<file path="config.mk">
export PLATFORM = sky130hd
export DESIGN_NAME = sstsum_ram
export DESIGN_NICKNAME = d
export VERILOG_FILES = /design/src/hw/rtl/sstsum_ram.sv
export SDC_FILE = /design/constraint.sdc
export NUM_CORES = 1
export LEC_CHECK = 0
export BUFFER_PORTS_ARGS = -buffer_cell sky130_fd_sc_hd__buf_2
export CAP_MARGIN = 10
export CORE_ASPECT_RATIO = 0.8
export CORE_MARGIN = 5
export CORE_UTILIZATION = 50
export DETAILED_ROUTE_END_ITERATION = 10
export PLACE_DENSITY = 0.67
export SYNTH_ARGS = -nofsm -noshare
export SYNTH_HDL_FRONTEND = slang
export SYNTH_SLANG_ARGS = --single-unit
</file>
<file path="constraint.sdc">
create_clock -name clk_i -period 3 [get_ports clk_i]
set_input_delay 0.45 -clock clk_i [delete_from_list [all_inputs] [get_ports clk_i]]
set_output_delay 0.45 -clock clk_i [all_outputs]
set_load 0.05 [all_outputs]
</file>
<file path="src/hw/rtl/sstsum_ram.sv">
// Generic single-write, single-read RAM with a registered read port.
// Stands alone; it uses nothing from the package.
module sstsum_ram #(
  parameter int unsigned WIDTH = 8,
  parameter int unsigned DEPTH = 16
) (
  input  logic                     clk_i,
  input  logic                     we_i,
  input  logic [$clog2(DEPTH)-1:0] waddr_i,
  input  logic [WIDTH-1:0]         wdata_i,
  input  logic                     re_i,
  input  logic [$clog2(DEPTH)-1:0] raddr_i,
  output logic [WIDTH-1:0]         rdata_o
);

  logic [WIDTH-1:0] mem_q [DEPTH];
  logic [WIDTH-1:0] rdata_q;

  always_ff @(posedge clk_i) begin
    if (we_i) begin
      mem_q[waddr_i] <= wdata_i;
    end
  end

  always_ff @(posedge clk_i) begin
    if (re_i) begin
      rdata_q <= mem_q[raddr_i];
    end
  end

  assign rdata_o = rdata_q;

endmodule

</file>
==> out/results.ini <==
[sta]
rsz0062_at_grt = no
tightestPinTransition_ns = 0.922
final_max_slew_viol_count = 0
period_needed_ns = 1.75
skew_ns = 0.00693
final-hold-violation-count = 0
period_share = 0.584
setup_viol = 0
tns_ns = 0
slew_headroom = 0.383
fmax_mhz = 571
whs_ns = 0.415
setup_slack_ns = 1.25

[place]
dp.cells = 395
dp_hpwl_mm = 6.14
gp_congestion = 0.767
port_buffers = 26
place_ws_ns = 0.828

[die]
die_w_um = 124
num_rows = 33
start_util = 0.511
die_area_um2 = 12600
io_pins = 27
die_y_um = 101
coreArea_um2 = 10200

[grt]
antenna_found_initial = 0
grt_pass1_wl_mm = 15.2
overflow = 0
first_global_vias = 2594
grt_use_total = 0.168
grt_max_degree = 33

[critical_path]
path_max_fanout = 8
path_cells = buf_2 -> or3b_2 -> nor2_1
crit_slowest_cell = nor2_1
critPathBufInv = 1
crit_type = input port to register
r2r_end = rdata_o[0]
critPathCaptureType = register
r2r_slack_ns = 1.55
cp.required_ns = 3.03
reg2reg_depth = 3
cp-start-kind = input port
slowest_delay_ns = 0.69
reg2reg_from = mem_q[5][0]
crit_family = simple AND/OR/NAND/NOR gates
cp.arrival_ns = 1.78

[detailed_routing]
wl_met2_mm = 4.32
routed_wl_mm = 9.57
viasPerCell = 5.67
num_vias = 2398
first_pass_iters = 4
wl_per_cell_um = 22.6
wl_met3_um = 635
drt_iter0_markers = 307
drc = 0
maxUsedRoutingLayer = met4
drtAntennaViolNets = 0
wl_met1_mm = 4.53

[logic_synthesis]
synth_area_um2 = 5230
yosysWarnings = 0
avgSynthCellArea_um2 = 22.8
syn_nets = 248
synth_area_leaders = edfxtp_1, mux4_2, mux4_1
ys_ff_latch = 136
synth_largest_area_cell = edfxtp_1
syn_inst = 229
ys_seq_area_frac = 0.781
synth_top_area_frac = 0.781
yosysUniqueCellTypes = 18

[clock_network]
cts_tree = done
clock-sinks = 136
clk_latency_ns = 0.40
ctsLongestPathBuffers = 2
postCtsHoldBufs = 0
numCtsBuffers = 17
cts_htree_levels = 4
root_buffer = clkbuf_16
cts_resized = 0
clkTransAtPathRegs_ns = 0.06
post-cts-setup-buffers = 0

[status]
outcome = finished, final reports clean

[pwr]
p_comb_frac = 0.052
ir_drop_v = 0.000597
power.leakage_nw = 2.01
power.switching_uw = 834
power.share.sequential = 0.518
p_clk_frac = 0.429
p_sw_frac = 0.201
internal_power_mw = 3.32
powerDensity_nw_per_um2 = 689

[worst_hold_path]
min_path_type = input port to register
hp-start = re_i
whs_endpoint = rdata_o[1]
whs_path_depth = 1

[final_layout]
nets = 293
antenna_cells = 0
final_cell_mix = edfxtp_1, buf_2, mux4_2, clkbuf_16, a22oi_1
final_common_cell = edfxtp_1
drive_gt1_frac = 0.269
areaGrowthSynthToFinish_pct = 15.4
stdcell_count = 423

[flow_run]
drv_cap = 0

-- per-stage QoR --
step | instance area [um2] | utilization | power [mW]
finish | 6030 | 0.589 | 4.16
global route | 6030 | 0.589 | 4.30
CTS | 6030 | 0.589 | 4.19
detailed placement | 5530 | 0.540 | 2.41
global placement | 5530 | 0.540 | 2.41
floorplan | 5230 | - | 2.33
-- per-layer routing --
metal	vias up	global-route usage
li1	1066	-
met1	1245	0.250
met2	76	0.242
met3	11	0.0575
met4	0	0.0455
met5	-	0
-- kinds of logic (layout without fill, tap and decap cells) --
family          Yosys count  in the layout  synth area share
compound gates           16             16            0.0230
buf+inv                  10             64            0.0165
flops                   136            136             0.781
mux                      32             32             0.148
simple gates             35             35            0.0314
-- how the worst max path moves through the flow --
stage	start	end	slack, ns	cells past startpoint
global route	waddr_i[2]	mem_q[3][1]	1.19	3
floorplan	waddr_i[2]	mem_q[0][0]	1.06	2
global placement	waddr_i[2]	mem_q[1][3]	0.90	3
finish	waddr_i[2]	mem_q[3][7]	1.25	3
CTS	waddr_i[2]	mem_q[3][7]	1.25	3
detailed placement	waddr_i[2]	mem_q[3][2]	0.83	3
-- area by class of cell --
| type | count | area (um2) |
|---|---|---|
| tap | 140 | 175 |
| clock buffer | 20 | 437 |
| multi-input combinational | 83 | 1060 |
| sequential | 136 | 4080 |
| clock inverter | 8 | 60.1 |
| timing repair buffer | 36 | 218 |
| fill | 773 | 4210 |
-- flip-flops by register name, indices dropped and copies added, names as in the netlist --
register and count:
mem_q 128, rdata_o 8
-- cell usage after synthesis, drive strengths merged --
cell type / count
or3b: 1
and2: 1
nand3b: 2
nand2: 9
nor3: 4
nor2b: 1
nand2b: 2
clkdlybuf4s25: 3
a22oi: 16
mux4: 32
and2b: 1
edfxtp: 136
buf: 7
nand3: 1
nor2: 13
-- power groups by stage --
stage / sequential [mW] / combinational (mW) / clock [mW]
CTS: 2.16 / 0.221 / 1.81
finish: 2.15 / 0.218 / 1.79
floorplan: 2.22 / 0.108 / 0
global placement: 2.19 / 0.217 / 0
global route: 2.16 / 0.238 / 1.91
detailed placement: 2.19 / 0.220 / 0
Note: power is estimated with default switching activity, not from simulation.
