## config.mk

```make
export PLATFORM = sky130hd
export DESIGN_NAME = sstsum_hash
export DESIGN_NICKNAME = d
export VERILOG_FILES = /design/src/hw/rtl/sstsum_pkg.sv /design/src/hw/rtl/sstsum_hash.sv
export SDC_FILE = /design/constraint.sdc
export NUM_CORES = 2
export LEC_CHECK = 0
export ABC_AREA = 1
export BUFFER_PORTS_ARGS = -buffer_cell sky130_fd_sc_hd__buf_2
export CORE_MARGIN = 3
export CORE_UTILIZATION = 50
export DETAILED_ROUTE_END_ITERATION = 6
export GPL_ROUTABILITY_DRIVEN = 0
export PLACE_DENSITY = 0.66
export SYNTH_ARGS = -nofsm -noshare
export SYNTH_HDL_FRONTEND = slang
export SYNTH_SLANG_ARGS = --single-unit
```

## constraint.sdc

```tcl
create_clock -name clk_i -period 11.13 [get_ports clk_i]
set_clock_uncertainty 0.1 [all_clocks]
set_input_delay 2.7825 -clock clk_i [delete_from_list [all_inputs] [get_ports clk_i]]
set_output_delay 2.7825 -clock clk_i [all_outputs]
set_load 0.02 [all_outputs]
```

## src/hw/rtl/sstsum_pkg.sv

```systemverilog
// Package for the shortest target-sum segment core.
// Holds shared widths, the hash multiplier, payload structs and state enums.
package sstsum_pkg;

  localparam int unsigned MAX_ITEMS_DEF  = 1024;
  localparam int unsigned HASH_SLOTS_DEF = 2048;

  localparam int unsigned SUM_W      = 48;
  localparam int unsigned SAMPLE_W   = 32;
  localparam int unsigned POS_W      = 10;
  localparam int unsigned LEN_OUT_W  = 11;
  localparam int unsigned EPOCH_W    = 8;
  localparam int unsigned MUL_W      = 32;

  localparam logic [63:0] HASH_MULT = 64'h9E37_79B9_7F4A_7C15;

  localparam logic [EPOCH_W-1:0] EPOCH_FIRST = EPOCH_W'(1);
  localparam logic [EPOCH_W-1:0] EPOCH_LAST  = {EPOCH_W{1'b1}};

  typedef struct packed {
    logic signed [SAMPLE_W-1:0] sample;
    logic                       last;
  } in_req_t;

  typedef struct packed {
    logic                 found;
    logic [POS_W-1:0]     start_index;
    logic [POS_W-1:0]     end_index;
    logic [LEN_OUT_W-1:0] seg_length;
    logic                 overflow;
  } out_req_t;

  typedef enum logic [3:0] {
    S_CLEAR,
    S_SEED,
    S_IDLE,
    S_DIFF,
    S_HASH_L,
    S_WAIT_L,
    S_LRD,
    S_LCHK,
    S_BEST,
    S_HASH_P,
    S_WAIT_P,
    S_PRD,
    S_PCHK,
    S_NEXT,
    S_OUT
  } seq_state_e;

  typedef enum logic [3:0] {
    H_IDLE,
    H_M0,
    H_M1,
    H_M2,
    H_ACC,
    H_QE,
    H_QN,
    H_REM,
    H_FIX,
    H_DONE
  } hash_state_e;

endpackage

```

## src/hw/rtl/sstsum_hash.sv

```systemverilog
// Home-slot hash unit built around one shared 32x32 multiplier.
// Uses sstsum_pkg for the key width, the hash constant and its state enum.
module sstsum_hash #(
  parameter int unsigned HASH_SLOTS = sstsum_pkg::HASH_SLOTS_DEF
) (
  input  logic                             clk_i,
  input  logic                             rst_ni,
  input  logic                             start_i,
  input  logic [sstsum_pkg::SUM_W-1:0]     key_i,
  output logic                             done_o,
  output logic [$clog2(HASH_SLOTS)-1:0]    slot_o
);

  localparam int unsigned AW = $clog2(HASH_SLOTS);
  localparam int unsigned RW = AW + 1;
  localparam int unsigned MW = sstsum_pkg::MUL_W;
  localparam int unsigned SW = sstsum_pkg::SUM_W;

  localparam logic [MW-1:0] RECIP   = MW'((64'd1 << 32) / HASH_SLOTS);
  localparam logic [MW-1:0] SLOTS_M = MW'(HASH_SLOTS);
  localparam logic [RW-1:0] SLOTS_R = RW'(HASH_SLOTS);
  localparam logic [MW-1:0] MULT_LO = sstsum_pkg::HASH_MULT[31:0];
  localparam logic [MW-1:0] MULT_HI = sstsum_pkg::HASH_MULT[63:32];

  sstsum_pkg::hash_state_e state_q, state_d;

  logic [SW-1:0]   key_q;
  logic [2*MW-1:0] prod_q;
  logic [MW-1:0]   acc_q;
  logic [RW-1:0]   rem_q;
  logic [AW-1:0]   slot_q;

  logic [MW-1:0]   mul_a, mul_b;
  logic [2*MW-1:0] mul_p;

  always_comb begin
    state_d = state_q;
    case (state_q)
      sstsum_pkg::H_IDLE: begin
        if (start_i) begin
          state_d = sstsum_pkg::H_M0;
        end
      end
      sstsum_pkg::H_M0:   state_d = sstsum_pkg::H_M1;
      sstsum_pkg::H_M1:   state_d = sstsum_pkg::H_M2;
      sstsum_pkg::H_M2:   state_d = sstsum_pkg::H_ACC;
      sstsum_pkg::H_ACC:  state_d = sstsum_pkg::H_QE;
      sstsum_pkg::H_QE:   state_d = sstsum_pkg::H_QN;
      sstsum_pkg::H_QN:   state_d = sstsum_pkg::H_REM;
      sstsum_pkg::H_REM:  state_d = sstsum_pkg::H_FIX;
      sstsum_pkg::H_FIX:  state_d = sstsum_pkg::H_DONE;
      sstsum_pkg::H_DONE: state_d = sstsum_pkg::H_IDLE;
      default:            state_d = sstsum_pkg::H_IDLE;
    endcase
  end

  always_comb begin
    mul_a = '0;
    mul_b = '0;
    case (state_q)
      sstsum_pkg::H_M0: begin
        mul_a = key_q[MW-1:0];
        mul_b = MULT_LO;
      end
      sstsum_pkg::H_M1: begin
        mul_a = key_q[MW-1:0];
        mul_b = MULT_HI;
      end
      sstsum_pkg::H_M2: begin
        mul_a = MW'(key_q[SW-1:MW]);
        mul_b = MULT_LO;
      end
      sstsum_pkg::H_QE: begin
        mul_a = acc_q;
        mul_b = RECIP;
      end
      sstsum_pkg::H_QN: begin
        mul_a = prod_q[2*MW-1:MW];
        mul_b = SLOTS_M;
      end
      default: begin
        mul_a = '0;
        mul_b = '0;
      end
    endcase
  end

  assign mul_p  = mul_a * mul_b;
  assign done_o = (state_q == sstsum_pkg::H_DONE);
  assign slot_o = slot_q;

  always_ff @(posedge clk_i or negedge rst_ni) begin
    if (!rst_ni) begin
      state_q <= sstsum_pkg::H_IDLE;
    end else begin
      state_q <= state_d;
    end
  end

  always_ff @(posedge clk_i) begin
    case (state_q)
      sstsum_pkg::H_IDLE: begin
        if (start_i) begin
          key_q <= key_i;
        end
      end
      sstsum_pkg::H_M0: begin
        prod_q <= mul_p;
      end
      sstsum_pkg::H_M1: begin
        acc_q  <= prod_q[2*MW-1:MW];
        prod_q <= mul_p;
      end
      sstsum_pkg::H_M2: begin
        acc_q  <= acc_q + prod_q[MW-1:0];
        prod_q <= mul_p;
      end
      sstsum_pkg::H_ACC: begin
        acc_q <= acc_q + prod_q[MW-1:0];
      end
      sstsum_pkg::H_QE: begin
        prod_q <= mul_p;
      end
      sstsum_pkg::H_QN: begin
        prod_q <= mul_p;
      end
      sstsum_pkg::H_REM: begin
        rem_q <= RW'(acc_q - prod_q[MW-1:0]);
      end
      sstsum_pkg::H_FIX: begin
        if (rem_q >= SLOTS_R) begin
          slot_q <= AW'(rem_q - SLOTS_R);
        end else begin
          slot_q <= AW'(rem_q);
        end
      end
      default: begin
      end
    endcase
  end

endmodule

```

==> metrics.txt <==
via count 28000; Avg WL per Cell 21.6 µm; Via-to-Cell Ratio 5.22; vias in the first global route 28500; fraction of layout cells with a size suffix above 1 4.85%; standard-cell rows 99; GR Util All Layers 30.5%; Pins Over Slew Limit 0; Post-CTS Resized 0; Syn Area/Cell 8.75 µm²; Worst Tran Pin Value 1.13 ns; clock latency on the worst-skew pair 0.51 ns; Synth Register Bits 170; die width 280 µm; DRT iter0 DRCs 2694; most common cell after layout, fill and taps aside inv_1; critical path type register to register; Worst path max stage delay 0.81 ns; nets 5624; Starting Density 51.0%; clk sink count 170; R2R Path Start state_q[3]; root buf cell clkbuf_16; fin crit share 89.0%; r2r setup slk 1.23 ns; largest area contributor in the netlist fa_1; outcome finished clean; Synth cell types 43; Post-synth EDFFs 166; first-pass GRT wire length 175000 µm; Residual DRC 0; Port Buffers 62; Post-DP Area 39300 µm²; Mapped Nets 5524; Worst setup SP type register; gr ovfl total 0; Antenna Cells 0; Setup TNS 0 ns; crit-path max FO 17; maximum clock path buffer count 2; Area growth, synth to finish 6.32%; CTS H-tree lvls 4; share of async-settable or async-resettable flops after synthesis 2.35%; maximum capacitance violations 0; DRT Pass-1 Iters 6; Die Y 280 µm; largest net degree at the start of global routing 65; Fin. Hold Viols 0; IO Count 63; Mapped Cells 4296; CP Capture Point prod_q[43]; Req. time, crit path 11.28 ns; post-CTS setup buffers 0; HPWL after DPL 103000 µm; CP endpoint kind register; ANT nets after route 0; R2R Path End prod_q[43]; fin crit period 9.90 ns; Slew HR 24.7%; Synth Flop Type edfxtp_1; crit path max-delay cell type nor2_1; CTS Hold Buffers Added 0; # fillers 6794; initial antenna violation count 0; # setup viols final 0; RSZ-0062 raised after global routing false; hold crit path type register to register; die area 78500 µm²; Final Instance Area 39900 µm²; Critical Path AT 10.05 ns; Syn Std Cell Area 37600 µm²; post-synth top area share 38.6%; WL final 116000 µm; CP Launch Point state_q[3]; clk slew on worst S/H paths 0.08 ns; register area share after synthesis 13.5%; maximum clock rate 101 MHz; CTS tree built; CTS Buf Count 17; most frequent cells in the layout 1339 x inv_1, 843 x nand2_1, 725 x fa_1, 452 x ha_1, 273 x nor2_1; worst r2r path cells 31; core area 73700 µm²; Synth area leaders fa_1 39%, ha_1 15%, inv_1 13%; Syn. warnings 0
kinds of logic after synthesis:
group,synth area share (%)
flip-flops,13.5
AO/OA/AOI/OAI,3.15
XOR/XNOR,1.54
buffers and inverters,14.0
adder cells (fa/ha/maj),53.7
AND/OR/NAND/NOR,14.1
other,0.00998
worst min-delay path by stage:
stage                        start        end  slack [ns]  cells after the start
after floorplan           rem_q[0]  slot_o[0]        0.30                      0
final                     rem_q[7]  slot_o[7]        0.33                      0
after global routing      rem_q[7]  slot_o[7]        0.34                      0
after CTS                 rem_q[7]  slot_o[7]        0.33                      0
after detailed placement  rem_q[7]  slot_o[7]        0.30                      0
after global placement    rem_q[3]  slot_o[3]        0.30                      0
flip-flops by register name (all words and copies together), names as in the netlist:
| signal | flops |
|---|---|
| state_q | 4 |
| rem_q | 11 |
| prod_q | 64 |
| acc_q | 32 |
| key_q | 48 |
| slot_o | 11 |
worst max-delay path, delay by kind of cell, from the launching register on:
kind / cells / cell delay [ns]
buffers and inverters: 7 / 0.93
AO/OA/AOI/OAI: 1 / 0.12
flip-flops: 1 / 0.45
adder cells (fa/ha/maj): 9 / 4.31
AND/OR/NAND/NOR: 13 / 3.27
XOR/XNOR: 1 / 0.38
cell type report:
type                    instances  area, µm²  area share [%]
well taps                     959       1200            3.00
multi-input cells            2742      27200            68.2
flip-flops and latches        170       5080            12.7
clock buffers                  17        425            1.06
repair buffers                117        723            1.81
clock inverters                15        199           0.498
inverters                    1348       5060            12.7
stage by stage:
stage | utilization (%) | cells | hold WS, ns | worst slack [ns]
floorplan | - | 4296 | 0.300 | 3.44
global placement | 53.4 | 5336 | 0.304 | 1.44
detailed placement | 53.4 | 5336 | 0.305 | 1.56
CTS | 54.2 | 5368 | 0.326 | 1.49
global route | 54.2 | 5368 | 0.340 | 1.04
finish | 54.2 | 5368 | 0.327 | 1.23
cell usage after synthesis (6+ instances only):
cell type / instances
nor2_1: 274
ha_1: 452
a21oi_1: 82
nor3_1: 22
inv_2: 6
fa_1: 725
xnor2_1: 8
inv_1: 1339
o21ai_0: 52
clkbuf_1: 16
xor2_1: 58
nand3_1: 101
edfxtp_1: 166
nand2_1: 844
nand4_1: 10
a22o_1: 12
a221oi_2: 6
nor2_2: 22
o21bai_1: 20
buf_2: 14
or2_2: 7
nand3b_1: 9
per-layer routing:
layer	wire [µm]	GRT usage, %	part of all wire [%]	up-vias
met3	9660	4.99	8.3	286
met4	7080	15.7	6.1	0
met5	0	0	0	-
li1	-	-	-	12800
met1	47200	41.5	41	13700
met2	52100	47.3	45	1248
Power is left out: the tool's default activity adds up to more than one toggle a clock period on the data nets, which glitch-free logic cannot reach.
