===== src/hw/rtl/sstsum_pkg.sv =====
// Package for the shortest target-sum segment core.
// Holds shared widths, the hash multiplier, payload structs and state enums.
package sstsum_pkg;

  localparam int unsigned MAX_ITEMS_DEF  = 1024;
  localparam int unsigned HASH_SLOTS_DEF = 2048;

  localparam int unsigned SUM_W      = 48;
  localparam int unsigned SAMPLE_W   = 32;
  localparam int unsigned POS_W      = 10;
  localparam int unsigned LEN_OUT_W  = 11;
  localparam int unsigned EPOCH_W    = 8;
  localparam int unsigned MUL_W      = 32;

  localparam logic [63:0] HASH_MULT = 64'h9E37_79B9_7F4A_7C15;

  localparam logic [EPOCH_W-1:0] EPOCH_FIRST = EPOCH_W'(1);
  localparam logic [EPOCH_W-1:0] EPOCH_LAST  = {EPOCH_W{1'b1}};

  typedef struct packed {
    logic signed [SAMPLE_W-1:0] sample;
    logic                       last;
  } in_req_t;

  typedef struct packed {
    logic                 found;
    logic [POS_W-1:0]     start_index;
    logic [POS_W-1:0]     end_index;
    logic [LEN_OUT_W-1:0] seg_length;
    logic                 overflow;
  } out_req_t;

  typedef enum logic [3:0] {
    S_CLEAR,
    S_SEED,
    S_IDLE,
    S_DIFF,
    S_HASH_L,
    S_WAIT_L,
    S_LRD,
    S_LCHK,
    S_BEST,
    S_HASH_P,
    S_WAIT_P,
    S_PRD,
    S_PCHK,
    S_NEXT,
    S_OUT
  } seq_state_e;

  typedef enum logic [3:0] {
    H_IDLE,
    H_M0,
    H_M1,
    H_M2,
    H_ACC,
    H_QE,
    H_QN,
    H_REM,
    H_FIX,
    H_DONE
  } hash_state_e;

endpackage


===== src/hw/rtl/sstsum_seq.sv =====
// Sequencer and datapath: prefix sum, store probing, best segment, result.
// Uses sstsum_pkg; drives the hash unit and the slot RAM of the top level.
module sstsum_seq #(
  parameter int unsigned MAX_ITEMS  = sstsum_pkg::MAX_ITEMS_DEF,
  parameter int unsigned HASH_SLOTS = sstsum_pkg::HASH_SLOTS_DEF,
  parameter int unsigned WORD_W     = sstsum_pkg::EPOCH_W + sstsum_pkg::SUM_W
                                      + $clog2(MAX_ITEMS + 1)
) (
  input  logic                          clk_i,
  input  logic                          rst_ni,
  input  logic                          in_valid_i,
  output logic                          in_stall_o,
  input  sstsum_pkg::in_req_t           in_req_i,
  output logic                          out_valid_o,
  input  logic                          out_stall_i,
  output sstsum_pkg::out_req_t          out_req_o,
  input  logic                          cfg_we_i,
  input  logic [sstsum_pkg::SUM_W-1:0]  cfg_wdata_i,
  output logic                          hash_start_o,
  output logic [sstsum_pkg::SUM_W-1:0]  hash_key_o,
  input  logic                          hash_done_i,
  input  logic [$clog2(HASH_SLOTS)-1:0] hash_slot_i,
  output logic                          ram_we_o,
  output logic [$clog2(HASH_SLOTS)-1:0] ram_waddr_o,
  output logic [WORD_W-1:0]             ram_wdata_o,
  output logic                          ram_re_o,
  output logic [$clog2(HASH_SLOTS)-1:0] ram_raddr_o,
  input  logic [WORD_W-1:0]             ram_rdata_i
);

  localparam int unsigned AW     = $clog2(HASH_SLOTS);
  localparam int unsigned SW     = sstsum_pkg::SUM_W;
  localparam int unsigned XW     = sstsum_pkg::SAMPLE_W;
  localparam int unsigned EW     = sstsum_pkg::EPOCH_W;
  localparam int unsigned CNT_W  = $clog2(MAX_ITEMS + 1);
  localparam int unsigned IDX_W  = (MAX_ITEMS > 1) ? $clog2(MAX_ITEMS) : 1;
  localparam int unsigned LEN_W  = $clog2(MAX_ITEMS + 2);

  localparam logic [AW-1:0]    SLOT_LAST = AW'(HASH_SLOTS - 1);
  localparam logic [CNT_W-1:0] CNT_MAX   = CNT_W'(MAX_ITEMS);
  localparam logic [LEN_W-1:0] LEN_MAX   = LEN_W'(MAX_ITEMS);
  localparam logic [LEN_W-1:0] LEN_NONE  = LEN_W'(MAX_ITEMS + 1);

  sstsum_pkg::seq_state_e state_q, state_d;

  logic [SW-1:0]    target_q;
  logic [SW-1:0]    sum_q;
  logic [SW-1:0]    diff_q;
  logic [CNT_W-1:0] cnt_q;
  logic [LEN_W-1:0] best_len_q;
  logic [IDX_W-1:0] best_start_q;
  logic [IDX_W-1:0] best_end_q;
  logic             ovf_q;
  logic [EW-1:0]    epoch_q;
  logic [AW-1:0]    clr_q;
  logic             out_valid_q;
  sstsum_pkg::out_req_t out_req_q, out_req_d;

  logic             last_q;
  logic [AW-1:0]    pos_q;
  logic [AW-1:0]    probe_q;
  logic [IDX_W-1:0] from_q;

  logic             accept;
  logic             room;
  logic [EW-1:0]    rd_epoch;
  logic [SW-1:0]    rd_key;
  logic [CNT_W-1:0] rd_idx;
  logic             slot_live;
  logic             lk_hit;
  logic             put_here;
  logic             probe_end;
  logic             clr_last;
  logic             out_load;
  logic [AW-1:0]    pos_next;
  logic [LEN_W-1:0] cand_len;
  logic [SW-1:0]    sample_ext;
  logic             found;

  assign rd_idx    = ram_rdata_i[CNT_W-1:0];
  assign rd_key    = ram_rdata_i[CNT_W +: SW];
  assign rd_epoch  = ram_rdata_i[CNT_W + SW +: EW];
  assign slot_live = (rd_epoch == epoch_q);
  assign lk_hit    = slot_live && (rd_key == diff_q);
  assign put_here  = !slot_live || (rd_key == sum_q);
  assign probe_end = (probe_q == SLOT_LAST);
  assign clr_last  = (clr_q == SLOT_LAST);
  assign pos_next  = (pos_q == SLOT_LAST) ? '0 : AW'(pos_q + 1'b1);
  assign room      = (cnt_q < CNT_MAX);
  assign cand_len  = LEN_W'(cnt_q) - LEN_W'(from_q) + LEN_W'(1);
  assign sample_ext = {{(SW - XW){in_req_i.sample[XW-1]}}, in_req_i.sample};
  assign found     = (best_len_q <= LEN_MAX);

  always_comb begin
    state_d = state_q;
    case (state_q)
      sstsum_pkg::S_CLEAR: begin
        if (clr_last) begin
          state_d = sstsum_pkg::S_SEED;
        end
      end
      sstsum_pkg::S_SEED: state_d = sstsum_pkg::S_IDLE;
      sstsum_pkg::S_IDLE: begin
        if (accept) begin
          if (room) begin
            state_d = sstsum_pkg::S_DIFF;
          end else if (in_req_i.last) begin
            state_d = sstsum_pkg::S_OUT;
          end
        end
      end
      sstsum_pkg::S_DIFF:   state_d = sstsum_pkg::S_HASH_L;
      sstsum_pkg::S_HASH_L: state_d = sstsum_pkg::S_WAIT_L;
      sstsum_pkg::S_WAIT_L: begin
        if (hash_done_i) begin
          state_d = sstsum_pkg::S_LRD;
        end
      end
      sstsum_pkg::S_LRD: state_d = sstsum_pkg::S_LCHK;
      sstsum_pkg::S_LCHK: begin
        if (lk_hit) begin
          state_d = sstsum_pkg::S_BEST;
        end else if (!slot_live || probe_end) begin
          state_d = sstsum_pkg::S_HASH_P;
        end else begin
          state_d = sstsum_pkg::S_LRD;
        end
      end
      sstsum_pkg::S_BEST:   state_d = sstsum_pkg::S_HASH_P;
      sstsum_pkg::S_HASH_P: state_d = sstsum_pkg::S_WAIT_P;
      sstsum_pkg::S_WAIT_P: begin
        if (hash_done_i) begin
          state_d = sstsum_pkg::S_PRD;
        end
      end
      sstsum_pkg::S_PRD: state_d = sstsum_pkg::S_PCHK;
      sstsum_pkg::S_PCHK: begin
        if (put_here || probe_end) begin
          state_d = sstsum_pkg::S_NEXT;
        end else begin
          state_d = sstsum_pkg::S_PRD;
        end
      end
      sstsum_pkg::S_NEXT: begin
        if (last_q) begin
          state_d = sstsum_pkg::S_OUT;
        end else begin
          state_d = sstsum_pkg::S_IDLE;
        end
      end
      sstsum_pkg::S_OUT: begin
        if (out_load) begin
          if (epoch_q == sstsum_pkg::EPOCH_LAST) begin
            state_d = sstsum_pkg::S_CLEAR;
          end else begin
            state_d = sstsum_pkg::S_SEED;
          end
        end
      end
      default: state_d = sstsum_pkg::S_CLEAR;
    endcase
  end

  always_comb begin
    in_stall_o   = (state_q != sstsum_pkg::S_IDLE);
    hash_start_o = 1'b0;
    hash_key_o   = sum_q;
    ram_we_o     = 1'b0;
    ram_waddr_o  = pos_q;
    ram_wdata_o  = {epoch_q, sum_q, CNT_W'(cnt_q + 1'b1)};
    ram_re_o     = 1'b0;
    ram_raddr_o  = pos_q;
    out_load     = 1'b0;
    case (state_q)
      sstsum_pkg::S_CLEAR: begin
        ram_we_o    = 1'b1;
        ram_waddr_o = clr_q;
        ram_wdata_o = '0;
      end
      sstsum_pkg::S_SEED: begin
        ram_we_o    = 1'b1;
        ram_waddr_o = '0;
        ram_wdata_o = {epoch_q, {(SW + CNT_W){1'b0}}};
      end
      sstsum_pkg::S_HASH_L: begin
        hash_start_o = 1'b1;
        hash_key_o   = diff_q;
      end
      sstsum_pkg::S_HASH_P: begin
        hash_start_o = 1'b1;
      end
      sstsum_pkg::S_LRD, sstsum_pkg::S_PRD: begin
        ram_re_o = 1'b1;
      end
      sstsum_pkg::S_PCHK: begin
        ram_we_o = put_here;
      end
      sstsum_pkg::S_OUT: begin
        out_load = !out_valid_q || !out_stall_i;
      end
      default: begin
      end
    endcase
  end

  assign accept = in_valid_i && !in_stall_o;

  always_comb begin
    out_req_d.found       = found;
    out_req_d.start_index = found ? sstsum_pkg::POS_W'(best_start_q) : '0;
    out_req_d.end_index   = found ? sstsum_pkg::POS_W'(best_end_q) : '0;
    out_req_d.seg_length  = found ? sstsum_pkg::LEN_OUT_W'(best_len_q) : '0;
    out_req_d.overflow    = ovf_q;
  end

  always_ff @(posedge clk_i or negedge rst_ni) begin
    if (!rst_ni) begin
      state_q <= sstsum_pkg::S_CLEAR;
    end else begin
      state_q <= state_d;
    end
  end

  always_ff @(posedge clk_i or negedge rst_ni) begin
    if (!rst_ni) begin
      target_q     <= '0;
      sum_q        <= '0;
      cnt_q        <= '0;
      best_len_q   <= LEN_NONE;
      best_start_q <= '0;
      best_end_q   <= '0;
      ovf_q        <= 1'b0;
      epoch_q      <= sstsum_pkg::EPOCH_FIRST;
      clr_q        <= '0;
      out_valid_q  <= 1'b0;
    end else begin
      if (cfg_we_i) begin
        target_q <= cfg_wdata_i;
      end
      if (out_load) begin
        out_valid_q <= 1'b1;
      end else if (!out_stall_i) begin
        out_valid_q <= 1'b0;
      end
      case (state_q)
        sstsum_pkg::S_CLEAR: begin
          clr_q <= clr_last ? '0 : AW'(clr_q + 1'b1);
        end
        sstsum_pkg::S_IDLE: begin
          if (accept) begin
            if (room) begin
              sum_q <= sum_q + sample_ext;
            end else begin
              ovf_q <= 1'b1;
            end
          end
        end
        sstsum_pkg::S_BEST: begin
          if (cand_len < best_len_q) begin
            best_len_q   <= cand_len;
            best_start_q <= from_q;
            best_end_q   <= IDX_W'(cnt_q);
          end
        end
        sstsum_pkg::S_NEXT: begin
          cnt_q <= CNT_W'(cnt_q + 1'b1);
        end
        sstsum_pkg::S_OUT: begin
          if (out_load) begin
            sum_q        <= '0;
            cnt_q        <= '0;
            best_len_q   <= LEN_NONE;
            best_start_q <= '0;
            best_end_q   <= '0;
            ovf_q        <= 1'b0;
            if (epoch_q == sstsum_pkg::EPOCH_LAST) begin
              epoch_q <= sstsum_pkg::EPOCH_FIRST;
            end else begin
              epoch_q <= EW'(epoch_q + 1'b1);
            end
          end
        end
        default: begin
        end
      endcase
    end
  end

  always_ff @(posedge clk_i) begin
    if (out_load) begin
      out_req_q <= out_req_d;
    end
    case (state_q)
      sstsum_pkg::S_IDLE: begin
        if (accept) begin
          last_q <= in_req_i.last;
        end
      end
      sstsum_pkg::S_DIFF: begin
        diff_q <= sum_q - target_q;
      end
      sstsum_pkg::S_WAIT_L, sstsum_pkg::S_WAIT_P: begin
        if (hash_done_i) begin
          pos_q   <= hash_slot_i;
          probe_q <= '0;
        end
      end
      sstsum_pkg::S_LCHK: begin
        from_q  <= IDX_W'(rd_idx);
        pos_q   <= pos_next;
        probe_q <= AW'(probe_q + 1'b1);
      end
      sstsum_pkg::S_PCHK: begin
        pos_q   <= pos_next;
        probe_q <= AW'(probe_q + 1'b1);
      end
      default: begin
      end
    endcase
  end

  assign out_valid_o = out_valid_q;
  assign out_req_o   = out_req_q;

endmodule


===== config.mk =====
export PLATFORM = sky130hd
export DESIGN_NAME = sstsum_seq
export DESIGN_NICKNAME = d
export VERILOG_FILES = /design/src/hw/rtl/sstsum_pkg.sv /design/src/hw/rtl/sstsum_seq.sv
export SDC_FILE = /design/constraint.sdc
export NUM_CORES = 1
export LEC_CHECK = 0
export BUFFER_PORTS_ARGS = -buffer_cell sky130_fd_sc_hd__buf_2
export CAP_MARGIN = 40
export CORE_UTILIZATION = 40
export DETAILED_ROUTE_END_ITERATION = 16
export GPL_ROUTABILITY_DRIVEN = 0
export GPL_TIMING_DRIVEN = 0
export SLEW_MARGIN = 20
export SYNTH_ARGS = -nofsm -noshare
export SYNTH_HDL_FRONTEND = slang
export SYNTH_SLANG_ARGS = --single-unit
export TNS_END_PERCENT = 10

===== constraint.sdc =====
create_clock -name clk_i -period 4.7 [get_ports clk_i]
set_clock_uncertainty 0.1 [all_clocks]
set_input_delay 0.235 -clock clk_i [delete_from_list [all_inputs] [get_ports clk_i]]
set_output_delay 0.235 -clock clk_i [all_outputs]
set_load 0.02 [all_outputs]

==> results of run 1 <==
flip-flops by register name, indices dropped and copies added, names as in the netlist, 11 cells and up:
signal	count
best_len_q	11
diff_q	48
out_req_o	33
target_q	48
cnt_q	11
clr_q	11
ram_raddr_o	11
probe_q	11
sum_q	48
logic make-up after synthesis:
logic type                 after synthesis
xor gates and xnor gates               236
adders and majority gates              131
and+or+nand+nor                        670
AOI/OAI and AO/OA                      546
muxes                                   54
DFF                                    277
buffers and inverters                  210
power by group through the flow:
stage          Sequential (mW)  Combinational [mW]  Clock, mW
2_1_floorplan             2.61               0.289          0
3_3_place_gp              2.62               0.498          0
3_5_place_dp              2.62               0.511          0
4_1_cts                   2.57               0.581       2.75
5_1_grt                   2.57               0.645       2.84
6_report                  2.57               0.585       2.70
final cells by class:
type | count | area share [%]
clock inverter | 9 | 0.594
sequential | 277 | 31.5
antenna | 4 | 0.0420
multi-input combinational | 1637 | 45.7
tap | 607 | 3.19
inverter | 110 | 1.73
clock buffer | 53 | 4.12
timing repair buffer | 436 | 11.5
buffer | 100 | 1.61
cell usage after synthesis (all sizes together) (49+ instances only):
cell type / n / share of area [%]
nor2: 125 / 2.4
inv: 110 / 2.2
edfxtp: 114 / 18
xor2: 152 / 6.9
ha: 128 / 8.4
dfrtp: 160 / 21
a21o: 76 / 3.0
and2: 56 / 1.8
o21ai: 206 / 5.4
a21oi: 125 / 3.3
mux2: 49 / 2.9
nand3: 67 / 1.7
clkbuf: 94 / 1.8
xnor2: 84 / 3.8
nand2: 236 / 4.6
worst paths after layout:
path | from | to | slack, ns | cells past startpoint
worst max-delay path | cnt_q[1]$_DFFE_PN0P_ | best_end_q[0]$_DFFE_PN0P_ | 0.32 | 20
worst min-delay path | cfg_we_i | target_q[6]$_DFFE_PN0P_ | 0.03 | 2
worst max register to register | cnt_q[1]$_DFFE_PN0P_ | best_end_q[0]$_DFFE_PN0P_ | 0.32 | 20
worst min register to register | best_start_q[7]$_DFFE_PN0P_ | best_start_q[7]$_DFFE_PN0P_ | 0.37 | 2
max in group asynchronous | rst_ni | target_q[38]$_DFFE_PN0P_ | 3.47 | 3
min in group asynchronous | rst_ni | clr_q[7]$_DFFE_PN0P_ | 0.15 | 2
stage by stage:
step | hold WS, ns | cell area, um^2 | instances | worst slack [ns] | util, %
final | 0.0329 | 23800 | 3233 | 0.321 | 50.7
after global routing | 0.0765 | 23800 | 3231 | -0.0227 | 50.7
after CTS | 0.00811 | 23800 | 3229 | 0.246 | 50.7
after detailed placement | 0.148 | 21800 | 3076 | 0.275 | 46.4
after global placement | 0.313 | 21600 | 3068 | -0.333 | 46.0
after floorplan | -0.161 | 19200 | 2124 | 0.963 | -
worst max-delay path: cells and delay by family (launching register included):
kind | cells | cell delay, ns
compound gates | 11 | 2.05
xor+xnor | 1 | 0.18
fa+ha+maj | 3 | 0.76
buf+inv | 3 | 0.48
flops | 1 | 0.44
simple gates | 2 | 0.25
metal layers:
metal	up-vias	track usage, %
met3	177	4.62
met5	-	0
met1	8622	35.3
met2	845	44.0
li1	8490	-
met4	4	12.3
timing repair:
action / CTS / global route
endpoints found under the hold margin: 146 / 0
resized for setup: 0 / 10
buffers inserted: 0 / 0
setup endpoints to repair: 0 / 31
hold buffers: 91 / 0
==> flow_summary.json, run 1 <==
{
  "fin_crit_ns": 4.38,
  "status": "finished, final reports clean",
  "drc_errors": 0,
  "start_util_pct": 40.8,
  "hold_viol_final": 0,
  "crit_required_ns": 5.02,
  "syn_area_um2": 19200,
  "arrival_ns": 4.69,
  "slew_violations": 0,
  "fin_nets": 2892,
  "power_leakage_nw": 11.5,
  "combinationalPowerShare_pct": 10.0,
  "cts.clk_slew.worst_paths_ns": 0.06,
  "crit_type": "reg2reg",
  "cts_root_buf": "clkbuf_16",
  "num_vias": 18100,
  "critPathMaxFanout": 10,
  "yosys.area_share.simple_pct": 16.7,
  "synth_warnings": 0,
  "die_w_um": 221,
  "met1_length_um": 27900,
  "dieHeight_um": 221,
  "htree_levels": 2,
  "synth-seq-cells": 277,
  "grt_first_pass_wirelength_um": 103000,
  "cp_cell_sequence": "inv_1 -> ha_1 -> inv_1 -> ha_1 -> a21o_1 -> a21oi_1 -> o21bai_1 -> a21oi_1 -> o21ai_1 -> a21o_1 -> a21oi_1 -> xnor2_1 -> ha_1 -> a2111oi_0 -> a31oi_1 -> nor2_1 -> o21ai_1 -> clkbuf_1 -> nand2_1 -> o21ai_1",
  "synth_fp_nets": 2420,
  "cts.sink_count": 277,
  "cts_buffers": 34,
  "met2WireLength_um": 30400,
  "synthMuxAreaShare_pct": 3.14,
  "highest_layer": "met5",
  "clockBufferDepth": 3,
  "routed_wl_um": 67000,
  "ys_async_sr_fraction_pct": 58.8,
  "port_buffers": 337,
  "ant_nets": 0,
  "synth_cell_types": 70,
  "end_kind": "register",
  "seq_power_share_pct": 43.9,
  "wire_per_inst_um": 20.7,
  "max_freq_mhz": 228,
  "setup_tns_ns": 0,
  "first_pass_iters": 6,
  "hold_path.class": "in2reg",
  "finalSetupViolCount": 0,
  "dieArea_um2": 48800,
  "cp_slowest_stage_delay_ns": 0.44,
  "synth_seq_area_share_pct": 39.2,
  "dpl.hpwl_um": 52400,
  "io_pins": 340,
  "ys.flop_type": "dfrtp_1",
  "synth-edff-count": 114,
  "synthXorXnorAreaFrac_pct": 10.8,
  "regArea_um2": 7510,
  "worstSkewPairLatency_ns": 0.55,
  "core_area_um2": 47000,
  "synth-compound-area-share_pct": 17.4,
  "powerDensity_nw_per_um2": 246,
  "fin_crit_sh_pct": 93.2,
  "drive_gt1_share_pct": 17.7,
  "power.switching_mw": 1.44,
  "fillers": 4466,
  "grt_overflow_total": 0,
  "via_per_inst": 5.61,
  "worst_pin_slew_ns": 0.930,
  "startpoint_type": "register",
  "rows": 79,
  "p_clk_share_pct": 46.1,
  "synth_top_family_by_area": "compound AO/OA/AOI/OAI gates",
  "final_common_cell": "buf_2",
  "cts_tree": "built",
  "wl_met3_um": 5550,
  "timing.max_cap.violations": 0,
  "power_mw": 5.86,
  "drt_iter0_markers": 1598,
  "antenna_found_initial": 6,
  "p_int_mw": 4.42,
  "avgSynthCellArea_um2": 9.03,
  "max_slew_margin_pct": 38.0,
  "area_delta_synth_final_pct": 24.2,
  "crit_slowest_cell": "dfrtp_1",
  "grt_max_degree": 91,
  "synth_cells": 2124,
  "multiInputGateArea_um2": 10900,
  "vdd_drop_max_mv": 0.189,
  "switching_share_pct": 24.6,
  "grt.total_usage_pct": 27.1,
  "yosys.area_share.adder_pct": 8.67,
  "grt_pass1_vias": 18000,
  "rsz0062_at_grt": "true",
  "final_cell_mix": "buf_2, nand2_1, dfrtp_1, xor2_1, o21ai_0"
}
No activity file was read; power rests on OpenSTA's default activity.
==> inputs of run 2 (changes only) <==
--- a/config.mk
+++ b/config.mk
@@ -7,6 +7,7 @@
 export LEC_CHECK = 0
 export BUFFER_PORTS_ARGS = -buffer_cell sky130_fd_sc_hd__buf_2
 export CAP_MARGIN = 40
+export CORE_ASPECT_RATIO = 0.7
 export CORE_UTILIZATION = 40
 export DETAILED_ROUTE_END_ITERATION = 16
 export GPL_ROUTABILITY_DRIVEN = 0
==> constraint.sdc (replaced) <==
create_clock -name clk_i -period 5.6 [get_ports clk_i]
set_clock_uncertainty 0.1 [all_clocks]
set_input_delay 0.28 -clock clk_i [delete_from_list [all_inputs] [get_ports clk_i]]
set_output_delay 0.28 -clock clk_i [all_outputs]
set_load 0.02 [all_outputs]
==> flow_summary.json, run 2 (synthesized netlist as in run 1, its figures left out) <==
{
  "worstSkewPairLatency_ns": 0.55,
  "status": "finished, final reports clean",
  "crit_type": "reg2reg",
  "crit_required_ns": 5.88,
  "slew_violations": 0,
  "grt_max_degree": 63,
  "cp_top_family": "compound AO/OA/AOI/OAI gates",
  "vdd_drop_max_mv": 0.215,
  "die_w_um": 264,
  "max_slew_margin_pct": 42.6,
  "area_delta_synth_final_pct": 23.4,
  "max_freq_mhz": 222,
  "drc_errors": 0,
  "wire_per_inst_um": 21.2,
  "clockBufferDepth": 3,
  "core_area_um2": 46800,
  "end_kind": "register",
  "start_util_pct": 40.9,
  "cts.clk_slew.worst_paths_ns": 0.06,
  "dieHeight_um": 185,
  "rsz0062_at_grt": "false",
  "cp_num_buf_inv": 3,
  "grt_overflow_total": 0,
  "ant_nets": 0,
  "hold_slack_ns": 0.0409,
  "num_vias": 18000,
  "via_per_inst": 5.60,
  "startpoint_type": "register",
  "finalSetupViolCount": 0,
  "setup_tns_ns": 0,
  "powerDensity_nw_per_um2": 204,
  "arrival_ns": 4.79,
  "final_cell_mix": "buf_2, nand2_1, dfrtp_1, xor2_1, o21ai_0",
  "power_leakage_nw": 11.5,
  "port_buffers": 337,
  "hold_viol_final": 0,
  "hold_path.class": "in2reg",
  "grt.total_usage_pct": 27.3,
  "io_pins": 340,
  "dieArea_um2": 48800,
  "cts_root_buf": "clkbuf_16",
  "fin_nets": 2877,
  "cts_resized": 0,
  "crit_slowest_cell": "dfrtp_1",
  "worst_pin_slew_ns": 0.861,
  "fin_crit_ns": 4.51,
  "fin_crit_sh_pct": 80.6,
  "fillers": 4412,
  "drt_iter0_markers": 2206,
  "cts_buffers": 34,
  "drive_gt1_share_pct": 17.9,
  "timing.max_cap.violations": 0,
  "final_common_cell": "buf_2",
  "cp_slowest_stage_delay_ns": 0.43,
  "cp_cell_sequence": "inv_1 -> ha_1 -> inv_1 -> ha_1 -> a21o_1 -> a21oi_1 -> o21bai_1 -> a21oi_1 -> o21ai_1 -> a21o_1 -> a21oi_1 -> xnor2_1 -> ha_1 -> a2111oi_0 -> a31oi_1 -> nor2_1 -> o21ai_1 -> clkbuf_1 -> nand2_1 -> o21ai_1",
  "antenna_found_initial": 10,
  "dpl.hpwl_um": 53500,
  "first_pass_iters": 5,
  "grt_first_pass_wirelength_um": 101000,
  "rows": 66,
  "grt_pass1_vias": 16800,
  "routed_wl_um": 68300,
  "cts.sink_count": 277,
  "critPathMaxFanout": 10,
  "htree_levels": 2,
  "biggestRegsByFlops": "diff_q x48, sum_q x48, target_q x48",
  "cts_tree": "built"
}
[run 2: cell count changes in the layout (fill, tap and decap cells not counted), sizes merged]
cell,previous run,this run
dlygate4sd3,91,72
clkinv,3,11
clkbuf,145,141
buf,353,355
bufinv,3,1
diode,4,5
[run 2: worst paths after layout]
| check | slack (ns) | endpoint | from | depth (start not counted) |
|---|---|---|---|---|
| min reg2reg | 0.35 | out_req_o[0]$_DFFE_PP_ | ovf_q$_DFFE_PN0P_ | 0 |
| max in group asynchronous | 4.20 | sum_q[46]$_DFFE_PN0P_ | rst_ni | 4 |
| min | 0.04 | out_valid_o$_DFFE_PN0P_ | out_stall_i | 3 |
| max | 1.09 | best_end_q[0]$_DFFE_PN0P_ | cnt_q[1]$_DFFE_PN0P_ | 20 |
| max reg2reg | 1.09 | best_end_q[0]$_DFFE_PN0P_ | cnt_q[1]$_DFFE_PN0P_ | 20 |
| min in group asynchronous | 0.13 | target_q[7]$_DFFE_PN0P_ | rst_ni | 2 |
[run 2: repair_timing]
item / in CTS / in global routing
endpoints found under the hold margin: 177 / 0
setup buffers: 0 / 0
hold buffers: 72 / 0
[run 2: metal layers]
metal | up-vias | wire length [um] | track usage (%)
met5 | - | 13 | 0
li1 | 8433 | - | -
met4 | 2 | 1640 | 6.81
met3 | 119 | 6620 | 6.79
met1 | 8649 | 32200 | 40.5
met2 | 846 | 27800 | 39.2
[run 2: worst register-to-register path, delay by kind of cell, from the launching register on]
| family | cells | cell delay, ns |
|---|---|---|
| AOI/OAI and AO/OA | 11 | 2.01 |
| xor gates and xnor gates | 1 | 0.20 |
| adders and majority gates | 3 | 0.81 |
| buffers and inverters | 3 | 0.60 |
| DFF | 1 | 0.43 |
| and+or+nand+nor | 2 | 0.25 |
[run 2: cell type report]
cell class,count,area (um^2),area share [%]
clock buffer,47,962,4.07
timing repair buffer,421,2600,11.0
multi-input combinational,1637,10900,46.0
sequential,277,7510,31.7
buffer,100,378,1.60
tap,612,766,3.24
antenna,5,12.5,0.0529
inverter,110,413,1.75
clock inverter,15,123,0.519
[run 2: per-stage QoR]
stage	std cells	instance area, um^2	util (%)	total power [mW]	setup slack [ns]
after detailed placement	3083	21800	46.6	2.62	1.18
final	3224	23600	50.5	4.81	1.09
after global routing	3223	23600	50.5	4.98	0.732
after CTS	3217	23600	50.4	4.85	1.13
after floorplan	2124	19200	-	2.44	1.86
after global placement	3073	21600	46.2	2.61	0.545
[run 2: report_power, final]
part           leakage (nW)  switching (mW)  total, mW  internal, mW
clock network         0.534           0.919       2.18          1.26
registers              3.21         0.00883       2.16          2.15
logic                  7.72           0.285      0.479         0.194
